## config.mk

```make
export PLATFORM = sky130hd
export DESIGN_NAME = run_list_decoder
export DESIGN_NICKNAME = d
export VERILOG_FILES = /design/src/rtl/core/rld_pkg.sv /design/src/rtl/core/rld_front.sv /design/src/rtl/core/rld_queue.sv /design/src/rtl/core/rld_back.sv /design/src/rtl/core/run_list_decoder.sv
export SDC_FILE = /design/constraint.sdc
export NUM_CORES = 2
export LEC_CHECK = 0
export BUFFER_PORTS_ARGS = -buffer_cell sky130_fd_sc_hd__buf_2
export CAP_MARGIN = 30
export CORE_MARGIN = 2
export CORE_UTILIZATION = 50
export DETAILED_ROUTE_END_ITERATION = 7
export MAX_ROUTING_LAYER = met4
export PLACE_DENSITY = 0.65
export SKIP_CTS_REPAIR_TIMING = 1
export SYNTH_ARGS = -nofsm -noshare
export SYNTH_HDL_FRONTEND = slang
export SYNTH_HIERARCHICAL = 1
export SYNTH_SLANG_ARGS = --single-unit
```

## constraint.sdc

```tcl
create_clock -name clock -period 8 [get_ports clock]
set_input_delay 0.4 -clock clock [delete_from_list [all_inputs] [get_ports clock]]
set_output_delay 0.4 -clock clock [all_outputs]
set_load 0.02 [all_outputs]
```

## src/rtl/core/rld_pkg.sv

```systemverilog
package rld_pkg;

   localparam int DATA_W      = 8;
   localparam int VCN_W       = 64;
   localparam int LCN_W       = 63;
   localparam int RUNS_W      = 21;
   localparam int COUNT_W     = 4;
   localparam int QUEUE_DEPTH = 4;
   localparam int QPTR_W      = $clog2(QUEUE_DEPTH);
   localparam int CSR_ADDR_W  = 3;

   localparam logic [COUNT_W-1:0] MAX_FIELD_BYTES = 4'd8;
   localparam logic [RUNS_W-1:0]  RUNS_DEFAULT    = 21'h100000;

   localparam logic [CSR_ADDR_W-1:0] REG_MAX_RUNS = 3'd0;

   typedef enum logic [1:0] {
      PH_IDLE,
      PH_HEADER,
      PH_LEN,
      PH_OFF
   } phase_type;

   typedef enum logic [2:0] {
      KIND_RUN        = 3'd0,
      KIND_TERMINATOR = 3'd1,
      KIND_AREA_END   = 3'd2,
      KIND_MALFORMED  = 3'd3,
      KIND_OUTSIDE    = 3'd4
   } kind_type;

   typedef enum logic [1:0] {
      ACT_NONE,
      ACT_END,
      ACT_RUN
   } act_type;

   typedef struct packed {
      logic [DATA_W-1:0] data_byte;
      logic [VCN_W-1:0]  start_vcn;
      logic              is_first;
      logic              is_last;
   } req_type;

   typedef struct packed {
      kind_type          kind;
      logic [VCN_W-1:0]  run_vcn;
      logic [VCN_W-1:0]  run_length;
      logic [LCN_W-1:0]  run_lcn;
      logic              sparse;
      logic              last;
   } rsp_type;

   typedef struct packed {
      logic              start;
      logic [VCN_W-1:0]  start_vcn;
      act_type           act;
      kind_type          end_kind;
      logic [VCN_W-1:0]  length;
      logic [VCN_W-1:0]  delta;
      logic              sparse;
      logic              at_end;
   } cmd_type;

endpackage

```

## src/rtl/core/rld_front.sv

```systemverilog
module rld_front
   import rld_pkg::*;
(
   input  logic    clock,
   input  logic    reset,
   input  logic    accept,
   input  req_type req,
   output logic    push,
   output cmd_type cmd
);

   phase_type            phase_ff, phase_in, eff_phase;
   logic [COUNT_W-1:0]   lc_ff, lc_in, oc_ff, oc_in, bp_ff, bp_in, bp_next;
   logic [VCN_W-1:0]     len_acc_ff, len_acc_in, delta_acc_ff, delta_acc_in;
   logic [VCN_W-1:0]     len_new, delta_new, delta_ext, byte_shifted;
   logic [COUNT_W-1:0]   hdr_lc, hdr_oc;
   logic                 hdr_zero, hdr_bad, len_done, off_done, at_end;

   always_comb begin
      eff_phase    = req.is_first ? PH_HEADER : phase_ff;
      at_end       = req.is_last;
      hdr_lc       = req.data_byte[3:0];
      hdr_oc       = req.data_byte[7:4];
      hdr_zero     = (req.data_byte == '0);
      hdr_bad      = (hdr_lc == '0) || (hdr_lc > MAX_FIELD_BYTES) ||
                     (hdr_oc > MAX_FIELD_BYTES);
      bp_next      = bp_ff + 4'd1;
      byte_shifted = {{(VCN_W-DATA_W){1'b0}}, req.data_byte} << {bp_ff[2:0], 3'b000};
      len_new      = len_acc_ff | byte_shifted;
      delta_new    = delta_acc_ff | byte_shifted;
      len_done     = (bp_next >= lc_ff);
      off_done     = (bp_next >= oc_ff);
      for (int i = 0; i < 8; i++) begin
         delta_ext[i*8 +: 8] = (4'(i) >= oc_ff) ? {8{req.data_byte[7]}} : delta_new[i*8 +: 8];
      end
   end

   // next state
   always_comb begin
      phase_in = phase_ff;
      if (accept) begin
         unique case (eff_phase)
            PH_IDLE:   phase_in = PH_IDLE;
            PH_HEADER: phase_in = (hdr_zero || hdr_bad || at_end) ? PH_IDLE : PH_LEN;
            PH_LEN: begin
               if (at_end) begin
                  phase_in = PH_IDLE;
               end else if (len_done) begin
                  phase_in = (oc_ff == '0) ? PH_HEADER : PH_OFF;
               end else begin
                  phase_in = PH_LEN;
               end
            end
            PH_OFF: begin
               if (at_end) begin
                  phase_in = PH_IDLE;
               end else begin
                  phase_in = off_done ? PH_HEADER : PH_OFF;
               end
            end
            default: phase_in = PH_IDLE;
         endcase
      end
   end

   // field registers and command
   always_comb begin
      lc_in          = lc_ff;
      oc_in          = oc_ff;
      bp_in          = bp_ff;
      len_acc_in     = len_acc_ff;
      delta_acc_in   = delta_acc_ff;
      cmd.start      = req.is_first;
      cmd.start_vcn  = req.start_vcn;
      cmd.act        = ACT_NONE;
      cmd.end_kind   = KIND_MALFORMED;
      cmd.length     = len_acc_ff;
      cmd.delta      = delta_ext;
      cmd.sparse     = 1'b0;
      cmd.at_end     = at_end;
      unique case (eff_phase)
         PH_IDLE: begin
         end
         PH_HEADER: begin
            lc_in        = hdr_lc;
            oc_in        = hdr_oc;
            bp_in        = '0;
            len_acc_in   = '0;
            delta_acc_in = '0;
            if (hdr_zero) begin
               cmd.act      = ACT_END;
               cmd.end_kind = KIND_TERMINATOR;
            end else if (hdr_bad || at_end) begin
               cmd.act      = ACT_END;
            end
         end
         PH_LEN: begin
            len_acc_in = len_new;
            bp_in      = len_done ? '0 : bp_next;
            cmd.length = len_new;
            if (len_done && (oc_ff == '0)) begin
               cmd.act    = ACT_RUN;
               cmd.sparse = 1'b1;
            end else if (at_end) begin
               cmd.act    = ACT_END;
            end
         end
         PH_OFF: begin
            delta_acc_in = delta_new;
            bp_in        = bp_next;
            if (off_done) begin
               cmd.act = ACT_RUN;
            end else if (at_end) begin
               cmd.act = ACT_END;
            end
         end
         default: begin
         end
      endcase
      push = accept && (req.is_first || (cmd.act != ACT_NONE));
   end

   always_ff @(posedge clock) begin
      if (reset) begin
         phase_ff <= PH_IDLE;
      end else begin
         phase_ff <= phase_in;
      end
   end

   always_ff @(posedge clock) begin
      if (accept) begin
         lc_ff        <= lc_in;
         oc_ff        <= oc_in;
         bp_ff        <= bp_in;
         len_acc_ff   <= len_acc_in;
         delta_acc_ff <= delta_acc_in;
      end
   end

endmodule

```

## src/rtl/core/rld_queue.sv

```systemverilog
module rld_queue
   import rld_pkg::*;
(
   input  logic    clock,
   input  logic    reset,
   input  logic    push,
   input  cmd_type push_cmd,
   output logic    full,
   input  logic    pop,
   output logic    head_valid,
   output cmd_type head_cmd
);

   cmd_type             entry_ff [QUEUE_DEPTH];
   logic [QPTR_W-1:0]   wr_ptr_ff, wr_ptr_in, rd_ptr_ff, rd_ptr_in;
   logic [QPTR_W:0]     count_ff, count_in;

   always_comb begin
      full       = (count_ff == (QPTR_W+1)'(QUEUE_DEPTH));
      head_valid = (count_ff != '0);
      head_cmd   = entry_ff[rd_ptr_ff];
      wr_ptr_in  = push ? wr_ptr_ff + 1'b1 : wr_ptr_ff;
      rd_ptr_in  = pop ? rd_ptr_ff + 1'b1 : rd_ptr_ff;
      count_in   = count_ff + (QPTR_W+1)'(push) - (QPTR_W+1)'(pop);
   end

   always_ff @(posedge clock) begin
      if (reset) begin
         wr_ptr_ff <= '0;
         rd_ptr_ff <= '0;
         count_ff  <= '0;
      end else begin
         wr_ptr_ff <= wr_ptr_in;
         rd_ptr_ff <= rd_ptr_in;
         count_ff  <= count_in;
      end
   end

   always_ff @(posedge clock) begin
      if (push) begin
         entry_ff[wr_ptr_ff] <= push_cmd;
      end
   end

endmodule

```

## src/rtl/core/rld_back.sv

```systemverilog
module rld_back
   import rld_pkg::*;
(
   input  logic              clock,
   input  logic              reset,
   input  logic [RUNS_W-1:0] max_runs,
   input  logic              head_valid,
   input  cmd_type           head_cmd,
   output logic              pop,
   output logic              rsp_valid,
   input  logic              rsp_ready,
   output rsp_type           rsp_payload
);

   logic [LCN_W-1:0]  lcn_ff, lcn_in, base_lcn;
   logic [VCN_W-1:0]  vcn_ff, vcn_in, base_vcn;
   logic [RUNS_W-1:0] runs_ff, runs_in, base_runs;
   logic              dead_ff, dead_in, base_dead;
   logic              pending_ff, pending_in;
   logic              rsp_valid_ff, rsp_valid_in;
   rsp_type           rsp_ff, rsp_in;
   logic [VCN_W:0]    lcn_sum, vcn_sum;
   logic              out_free, lcn_fail, run_bad, emit;

   always_comb begin
      out_free  = !rsp_valid_ff || rsp_ready;
      pop       = head_valid && out_free && !pending_ff;
      base_vcn  = head_cmd.start ? head_cmd.start_vcn : vcn_ff;
      base_lcn  = head_cmd.start ? '0 : lcn_ff;
      base_runs = head_cmd.start ? '0 : runs_ff;
      base_dead = head_cmd.start ? 1'b0 : dead_ff;
      lcn_sum   = {2'b00, base_lcn} + {head_cmd.delta[VCN_W-1], head_cmd.delta};
      vcn_sum   = {1'b0, base_vcn} + {1'b0, head_cmd.length};
      lcn_fail  = !head_cmd.sparse && (lcn_sum[VCN_W] || lcn_sum[VCN_W-1]);
      run_bad   = (head_cmd.length == '0) || vcn_sum[VCN_W] || (base_runs >= max_runs);
   end

   always_comb begin
      lcn_in     = lcn_ff;
      vcn_in     = vcn_ff;
      runs_in    = runs_ff;
      dead_in    = dead_ff;
      pending_in = pending_ff;
      emit       = 1'b0;
      rsp_in     = '0;
      rsp_in.last = 1'b1;
      if (pending_ff) begin
         if (out_free) begin
            emit        = 1'b1;
            rsp_in.kind = KIND_AREA_END;
            pending_in  = 1'b0;
         end
      end else if (pop) begin
         vcn_in  = base_vcn;
         lcn_in  = base_lcn;
         runs_in = base_runs;
         dead_in = base_dead;
         if (!base_dead) begin
            unique case (head_cmd.act)
               ACT_NONE: begin
               end
               ACT_END: begin
                  emit        = 1'b1;
                  rsp_in.kind = head_cmd.end_kind;
                  dead_in     = 1'b1;
               end
               ACT_RUN: begin
                  emit    = 1'b1;
                  if (lcn_fail) begin
                     rsp_in.kind = KIND_OUTSIDE;
                     dead_in     = 1'b1;
                  end else if (run_bad) begin
                     rsp_in.kind = KIND_MALFORMED;
                     dead_in     = 1'b1;
                  end else begin
                     rsp_in.kind       = KIND_RUN;
                     rsp_in.run_vcn    = base_vcn;
                     rsp_in.run_length = head_cmd.length;
                     rsp_in.run_lcn    = head_cmd.sparse ? '0 : lcn_sum[LCN_W-1:0];
                     rsp_in.sparse     = head_cmd.sparse;
                     rsp_in.last       = !head_cmd.at_end;
                     vcn_in            = vcn_sum[VCN_W-1:0];
                     runs_in           = base_runs + 1'b1;
                     if (!head_cmd.sparse) begin
                        lcn_in = lcn_sum[LCN_W-1:0];
                     end
                     pending_in = head_cmd.at_end;
                     dead_in    = head_cmd.at_end;
                  end
               end
               default: begin
               end
            endcase
         end
      end
      rsp_valid_in = emit ? 1'b1 : (rsp_ready ? 1'b0 : rsp_valid_ff);
   end

   always_ff @(posedge clock) begin
      if (reset) begin
         rsp_valid_ff <= 1'b0;
         pending_ff   <= 1'b0;
         dead_ff      <= 1'b1;
         runs_ff      <= '0;
      end else begin
         rsp_valid_ff <= rsp_valid_in;
         pending_ff   <= pending_in;
         dead_ff      <= dead_in;
         runs_ff      <= runs_in;
      end
   end

   always_ff @(posedge clock) begin
      lcn_ff <= lcn_in;
      vcn_ff <= vcn_in;
      if (emit) begin
         rsp_ff <= rsp_in;
      end
   end

   assign rsp_valid   = rsp_valid_ff;
   assign rsp_payload = rsp_ff;

endmodule

```

## src/rtl/core/run_list_decoder.sv

```systemverilog
// run_list_decoder: streaming decoder of a file-system run list
//
// req channel: one raw byte of the run list per item, with the starting
// virtual cluster, a first-byte flag and a last-byte flag. rsp channel: one
// item per decoded run or per list end (terminator, area end, malformed,
// outside volume); last marks the final item caused by one byte.
// csr port: register 0 at byte address 0 holds max_runs (21 bits).
//
// Throughput is one byte per cycle until the queue fills. The front end
// parses bytes as they are accepted and writes one command per relevant byte
// into a four-entry queue; the back end takes one command per cycle while
// its output is free, adds the cluster delta, checks the run and writes the
// result register. A byte that completes a run at the area end gives two
// items and holds the back end for the area end item. When rsp_ready is
// low the result register holds, the queue fills, and req_ready drops once
// four commands wait.
// Reset empties the queue and result register, sets max_runs to 2^20 and
// leaves the decoder idle until a byte with is_first arrives.
module run_list_decoder
   import rld_pkg::*;
(
   input  logic                  clock,
   input  logic                  reset,
   input  logic                  req_valid,
   output logic                  req_ready,
   input  req_type               req_payload,
   output logic                  rsp_valid,
   input  logic                  rsp_ready,
   output rsp_type               rsp_payload,
   input  logic                  csr_psel,
   input  logic                  csr_penable,
   input  logic                  csr_pwrite,
   input  logic [CSR_ADDR_W-1:0] csr_paddr,
   input  logic [31:0]           csr_pwdata,
   output logic [31:0]           csr_prdata,
   output logic                  csr_pready
);

   logic [RUNS_W-1:0] max_runs_ff;
   logic              accept, push, full, pop, head_valid;
   cmd_type           push_cmd, head_cmd;

   assign csr_pready = 1'b1;
   assign csr_prdata = (csr_paddr == REG_MAX_RUNS) ? {{(32-RUNS_W){1'b0}}, max_runs_ff} : '0;

   always_ff @(posedge clock) begin
      if (reset) begin
         max_runs_ff <= RUNS_DEFAULT;
      end else if (csr_psel && csr_penable && csr_pwrite && csr_pready &&
                   (csr_paddr == REG_MAX_RUNS)) begin
         max_runs_ff <= csr_pwdata[RUNS_W-1:0];
      end
   end

   assign req_ready = !full;
   assign accept    = req_valid && req_ready;

   rld_front u_front (
      .clock  (clock),
      .reset  (reset),
      .accept (accept),
      .req    (req_payload),
      .push   (push),
      .cmd    (push_cmd)
   );

   rld_queue u_queue (
      .clock      (clock),
      .reset      (reset),
      .push       (push),
      .push_cmd   (push_cmd),
      .full       (full),
      .pop        (pop),
      .head_valid (head_valid),
      .head_cmd   (head_cmd)
   );

   rld_back u_back (
      .clock       (clock),
      .reset       (reset),
      .max_runs    (max_runs_ff),
      .head_valid  (head_valid),
      .head_cmd    (head_cmd),
      .pop         (pop),
      .rsp_valid   (rsp_valid),
      .rsp_ready   (rsp_ready),
      .rsp_payload (rsp_payload)
   );

   // a run item ahead of an area end is followed right away by the end item
   assert property (@(posedge clock) disable iff (reset)
      rsp_valid && rsp_ready && (rsp_payload.kind == KIND_RUN) && !rsp_payload.last
      |=> rsp_valid && (rsp_payload.kind == KIND_AREA_END) && rsp_payload.last)
      else $error("area end item missing after run");

   assert property (@(posedge clock) disable iff (reset)
      rsp_valid && (rsp_payload.kind == KIND_RUN) |-> (rsp_payload.run_length != '0))
      else $error("run item with zero length");

   assert property (@(posedge clock) disable iff (reset)
      rsp_valid && (rsp_payload.kind != KIND_RUN)
      |-> rsp_payload.last && (rsp_payload.run_length == '0) && !rsp_payload.sparse)
      else $error("end item carries run fields");

endmodule

```

# --- Yosys cells after proc, flatten, opt, wreduce, memory -nomap -nowiden ---
# Memory sizes are Yosys's and may differ from the RTL's. A register that Yosys moved wholly into a read port is not among the register bits.
# Index checks and enable logic that the tools add are counted.
totals:
  regBits: 517
  ramBits: 796
  inputBits: 116
  n_memories: 1
op_classes:
  add_sub_neg: 8
  order_cmp: 13
  eq_ne: 6
  shifts: 1
  muxes: 82
  n_bitwise: 5
  n_reduce_logical: 44
memory_table:
  columns: ["memory", "depth", "word_bits", "rd", "rd_clocked_by_memory_dff", "wr", "line_no", "source"]
  rows:
  - ["u_queue.entry_ff", 4, 199, 1, 1, 1, "rld_queue.sv:14", "cmd_type entry_ff [QUEUE_DEPTH];"]
op_table:
  columns: ["op", "count"]
  rows:
  - ["193-bit 2-to-1 mux", 3]
  - ["63-bit 2-to-1 mux", 7]
  - ["196-bit 2-to-1 mux", 2]
  - ["64-bit 2-to-1 mux", 6]
  - ["64-bit one-hot mux with 2 select lines", 2]
  - ["64-bit by 64-bit adder with 65-bit output", 2]
  - ["64-bit bitwise OR", 2]
  - ["21-bit 2-to-1 mux", 6]
  - ["64-bit logical NOT", 1]
  - ["8-bit 2-to-1 mux", 8]
  - ["8-bit by 6-bit << shifter with 64-bit output", 1]
  - ["2-bit 2-to-1 mux", 15]
  - ["1-bit 2-to-1 mux", 25]
  - ["21-bit by 1-bit adder with 21-bit output, second input constant", 1]
  - ["21-bit greater-or-equal comparator", 1]
  - ["3-bit by 4-bit greater-or-equal comparator with 1-bit output, first input constant", 4]
  - ["4-bit one-hot mux with 3 select lines", 1]
  - ["1-bit logical OR", 10]
  - ["2-bit AND reduction", 5]
  - ["1-bit logical AND", 9]
  - ["1-bit by 4-bit greater-or-equal comparator with 1-bit output, first input constant", 2]
  - ["2-bit by 4-bit greater-or-equal comparator with 1-bit output, first input constant", 2]
  - ["4-bit greater-or-equal comparator", 2]
  - ["4-bit greater-than comparator, second input constant", 2]
  - ["24 further kinds", 40]

# --- Longest topological paths before layout ---
depth:
  depth_word: 12
  depth_mapped: 23
  mapped_depth_nobuf: 17

# --- By module ---
# The synthesis kept the hierarchy.
modules_own_cells:
  columns: ["module", "instances", "cells_per_inst", "area_each_um2"]
  rows:
  - ["rld_queue", 1, 1086, 29320.6]
  - ["rld_back", 1, 2383, 23118.4]
  - ["rld_front", 1, 772, 7856.3]
  - ["run_list_decoder", 1, 132, 1219.9]

# --- Least setup slack after synthesis ---
# OpenSTA, ideal clock, no wires.
synth_path:
  path_type: "register to register"
  start: "reg u_front.bp_ff[0]"
  end: "mem u_queue/entry_ff[0][0] in the netlist's numbering (enable)"
  setup_time_ns: 0.584
  t_arrival_ns: 6.672
  setup_slack_ns: 0.743
  path_stages_with_launch: 11
  path_cell_list: "edfxtp_1 > buf_6 > nand3_2 > xnor2_1 > ha_1 > o211ai_1 > o21ai_1 > a21oi_1 > o21ai_1 > a221o_1 > and2_1"
synth_via:
  elab_chain_len: 10
  word_cells_on_any_way: 12
  cone_classes: "add/sub: 1; order compare: 2; mux: 5; reduce/logical: 4"
synth_rtl:
  columns: ["element", "line_no", "source"]
  rows:
  - ["from (decl)", "rld_front.sv:13", "logic [COUNT_W-1:0] lc_ff, lc_in, oc_ff, oc_in, bp_ff, bp_in, bp_next;"]
  - ["from (signal assigned)", "rld_front.sv:135", "bp_ff <= bp_in;"]
  - ["4-bit by 1-bit adder with 4-bit output *", "rld_front.sv:27", "bp_next = bp_ff + 4'd1;"]
  - ["4-bit greater-or-equal comparator", "rld_front.sv:31", "len_done = (bp_next >= lc_ff);"]
  - ["1-bit logical AND", "rld_front.sv:101", "if (len_done && (oc_ff == '0)) begin"]
  - ["2-bit 2-to-1 mux", "rld_front.sv:101", null]
  - ["2-bit one-hot mux with 3 select lines *", "rld_front.sv:81", "unique case (eff_phase)"]
  - ["2-bit nonzero test *", "rld_front.sv:120", "push = accept && (req.is_first || (cmd.act != ACT_NONE));"]
  - ["1-bit logical OR *", "rld_front.sv:120", null]
  - ["1-bit logical AND *", "rld_front.sv:120", null]
  - ["via push", "run_list_decoder.sv:40", "logic accept, push, full, pop, head_valid;"]
  - ["1-bit 2-to-1 mux *", "rld_queue.sv:40", "if (push) begin"]
  - ["1-bit 2-to-1 mux (implied by the code) *", "rld_queue.sv:41", "entry_ff[wr_ptr_ff] <= push_cmd;"]
  - ["to (decl)", "rld_queue.sv:14", null]
# The timed path passes the listed nets; every way through them passes the cells marked *.

==> flow_metrics.env <==
export IMPL_ir_drop_mv=0.3209
export IMPL_nFillCells=9770
export IMPL_status="finished clean"
export IMPL_port_buffers=323
export IMPL_r2r_slack_ns=0.98
export IMPL_grt_pass1_wl_um=222900
export IMPL_num_io_pins=347
export IMPL_gr_total_overflow=0
export IMPL_clk_pin_slew_ns=0.06
export IMPL_clock_sinks=1319
export IMPL_clock_skew_ns=0.02672
export IMPL_synth_area_per_cell_um2=14.07
export IMPL_cellLeakagePower_nw=24.61
export IMPL_slew_headroom=0.3374
export IMPL_period_share=0.8771
export IMPL_tns_ns=0
export IMPL_whs_ns=0.03174
export IMPL_cts_made_buffers=140
export IMPL_top_usage_layer="met2"
export IMPL_period_minus_slack_ns=7.017
export IMPL_netlist_instances=4373
export IMPL_cap_violations=0
export IMPL_grt_setup_unrepaired="no"
export IMPL_synth_cell_types=97
export IMPL_cts_tree="yes"
export IMPL_wl_per_cell_um=23.00
export IMPL_syn_cell_area_mm2=0.06152
export IMPL_hold_class="primary input to flip-flop"
export IMPL_drtIter0Drc=3632
export IMPL_worstMarginPinSlew_ns=0.9939
export IMPL_synth_area_leaders="edfxtp_1 (62%), mux4_2 (7.3%), ha_1 (3.5%)"
export IMPL_core_area_mm2=0.1219
export IMPL_finalSetupViolations=0
export IMPL_seq_area_frac_synth=0.6348
export IMPL_die_w_um=354.8
export IMPL_insertion_delay_ns=0.76
export IMPL_wl_um=148000
export IMPL_drc=0
export IMPL_via_count=36974
export IMPL_gr_usage_met3=0.03244
export IMPL_drv_slew=0
export IMPL_layout_nets=4985
export IMPL_synth_edff_count=1263
export IMPL_synth_top_area_frac=0.6165
export IMPL_worst_path_max_fanout=40
export IMPL_synthFlopType="edfxtp_1"
export IMPL_place_congestion=0.8996
export IMPL_placementRows=128
export IMPL_htreeDepth=4
export IMPL_dieArea_mm2=0.1259
export IMPL_fp_dieH_um=354.8
export IMPL_clk_root_buffer_cell="clkbuf_16"
export IMPL_grt_total_usage=0.2390
export IMPL_synth_largest_area_cell="edfxtp_1"
export IMPL_required_ns=8.62
export IMPL_viasPerCell=5.748
export IMPL_post_dp_hpwl_um=96860
export IMPL_start_util=0.5047
export IMPL_worst_setup_path_start_kind="flip-flop"
export IMPL_antenna_left=0
export IMPL_final_hold_viol_count=0
export IMPL_grt_max_degree=132
export IMPL_synth_seq_cells=1319
export IMPL_syn2layout_area_growth_pct=12.64
export IMPL_dr_pass1_iters=6
export IMPL_grtUsageMet2=0.3759
export IMPL_critPathCaptureType="flip-flop"
export IMPL_grt_use_met1=0.3334
export IMPL_critical_path_class="flip-flop to flip-flop"
export IMPL_ys_async_sr_fraction=0
export IMPL_cp_data_arrival_time_ns=7.64
export IMPL_drive_gt1_frac=0.1823
export IMPL_synth_warnings=6
export IMPL_p_per_area_mw_per_mm2=411.6
export IMPL_grt_pass1_vias=35919
export IMPL_clk_path_buf_depth=3
export IMPL_fmax_mhz=142.5
export IMPL_antenna_found_initial=5
[flip-flops by register name, indices dropped and copies added, names as in the netlist, 3 cells and up, named ones only]
register              flops
u_queue/entry_ff        800
u_back/rsp_payload      196
u_back/vcn_ff            64
u_front/delta_acc_ff     64
u_front/len_acc_ff       64
u_back/lcn_ff            63
max_runs_ff              21
u_back/runs_ff           21
u_front/bp_ff             4
u_front/lc_ff             4
u_front/oc_ff             4
u_queue/count_ff          3
[logic make-up (layout without fill, tap and decap cells)]
kind of cell	count (synthesis)	in the layout	share of synthesized area
flip-flops	1319	1319	0.6348
AND/OR/NAND/NOR	1104	1104	0.09137
AO/OA/AOI/OAI	895	895	0.08882
buffers and inverters	438	861	0.03808
multiplexers	312	312	0.09273
adder cells (fa/ha/maj)	173	173	0.03555
XOR/XNOR	128	128	0.01845
other	4	16	0.0002440
[worst paths after layout]
| check | from | endpoint | depth (start not counted) |
|---|---|---|---|
| worst min-delay path | reset | u_queue/rd_ptr_ff[0] | 2 |
| worst max register to register | flip-flop | u_back/runs_ff[20] | 18 |
| worst max-delay path | flip-flop | u_back/runs_ff[20] | 18 |
| worst min register to register | u_front/phase_ff[0] | u_front/phase_ff[0] | 2 |
[synth_stat cells, types with 25 or more instances]
library cell and number:
buf_4 96, o21bai_1 90, nand2_1 171, and2_1 133, nor2_1 369, o21a_1 30, nor3_1 26, inv_1 136
mux4_2 200, nand3_1 30, edfxtp_1 1263, a21oi_1 393, nand4_1 35, clkbuf_1 84, and3_1 36, buf_2 80
o21ai_1 55, xor2_1 61, a21o_1 75, ha_1 170, buf_6 25, nor2b_1 104, mux2_2 27, nand2b_1 109
mux2i_1 73, dfxtp_1 56, o21ai_0 107, xnor2_1 66
[critical path, cell delays in order (launching register included)]
cell	delay, ns
dfxtp_4	0.65
mux4_4	0.50
buf_4	0.38
buf_4	0.65
mux2i_1	0.36
inv_1	0.07
ha_1	0.37
a21oi_1	0.24
o211ai_1	0.14
a41oi_1	0.27
a21boi_0	0.18
a21boi_1	0.36
o31a_1	0.45
o21ai_1	0.29
a211o_1	0.46
nor2_1	0.36
nand3_4	0.28
nor4_1	0.39
mux2_2	0.37
[metrics by stage]
stage	util	instances	setup WS, ns	area (um^2)	total power, mW
floorplan	-	4383	0.7434	61550	18.96
global placement	0.5254	6091	1.121	64030	22.25
detailed placement	0.5256	6093	1.026	64060	22.35
CTS	0.5614	6345	1.013	68420	28.63
global route	0.5685	6433	0.6307	69290	30.09
finish	0.5685	6433	0.9832	69290	28.52
[placed cells by master, fill, tap and decap left out, types with 55 or more instances in the layout]
master	count
nand2_1	170
dlygate4sd3_1	86
xor2_1	61
o21bai_1	90
mux2i_1	73
a21o_1	75
nand2b_1	107
edfxtp_1	1263
nor2_1	369
a21oi_1	393
clkbuf_16	140
buf_2	324
mux4_2	199
ha_1	170
and2_1	128
nor2b_1	103
inv_1	135
xnor2_1	66
o21ai_1	55
o21ai_0	107
[metal layers]
metal,vias to the layer above,part of all wire
li1,17078,-
met1,18480,0.44
met2,1225,0.48
met3,191,0.058
met4,0,0.019
met5,-,0
[where the power goes]
group          internal [mW]  switching [mW]  leakage, nW
clock network           3.55            2.67         2.11
registers               9.39           0.400         12.2
logic                   4.49            8.03         10.3
[cell type report]
| cell class | count | area (um^2) | area share |
|---|---|---|---|
| antenna | 2 | 5.005 | 0.00007223 |
| clock buffer | 174 | 3651 | 0.05269 |
| timing repair buffer | 472 | 3093 | 0.04464 |
| sequential | 1319 | 39060 | 0.5636 |
| multi-input combinational | 2626 | 20220 | 0.2919 |
| inverter | 137 | 519.2 | 0.007494 |
| clock inverter | 78 | 709.4 | 0.01024 |
| tap | 1625 | 2033 | 0.02934 |
(Power assumes the default switching activity.)
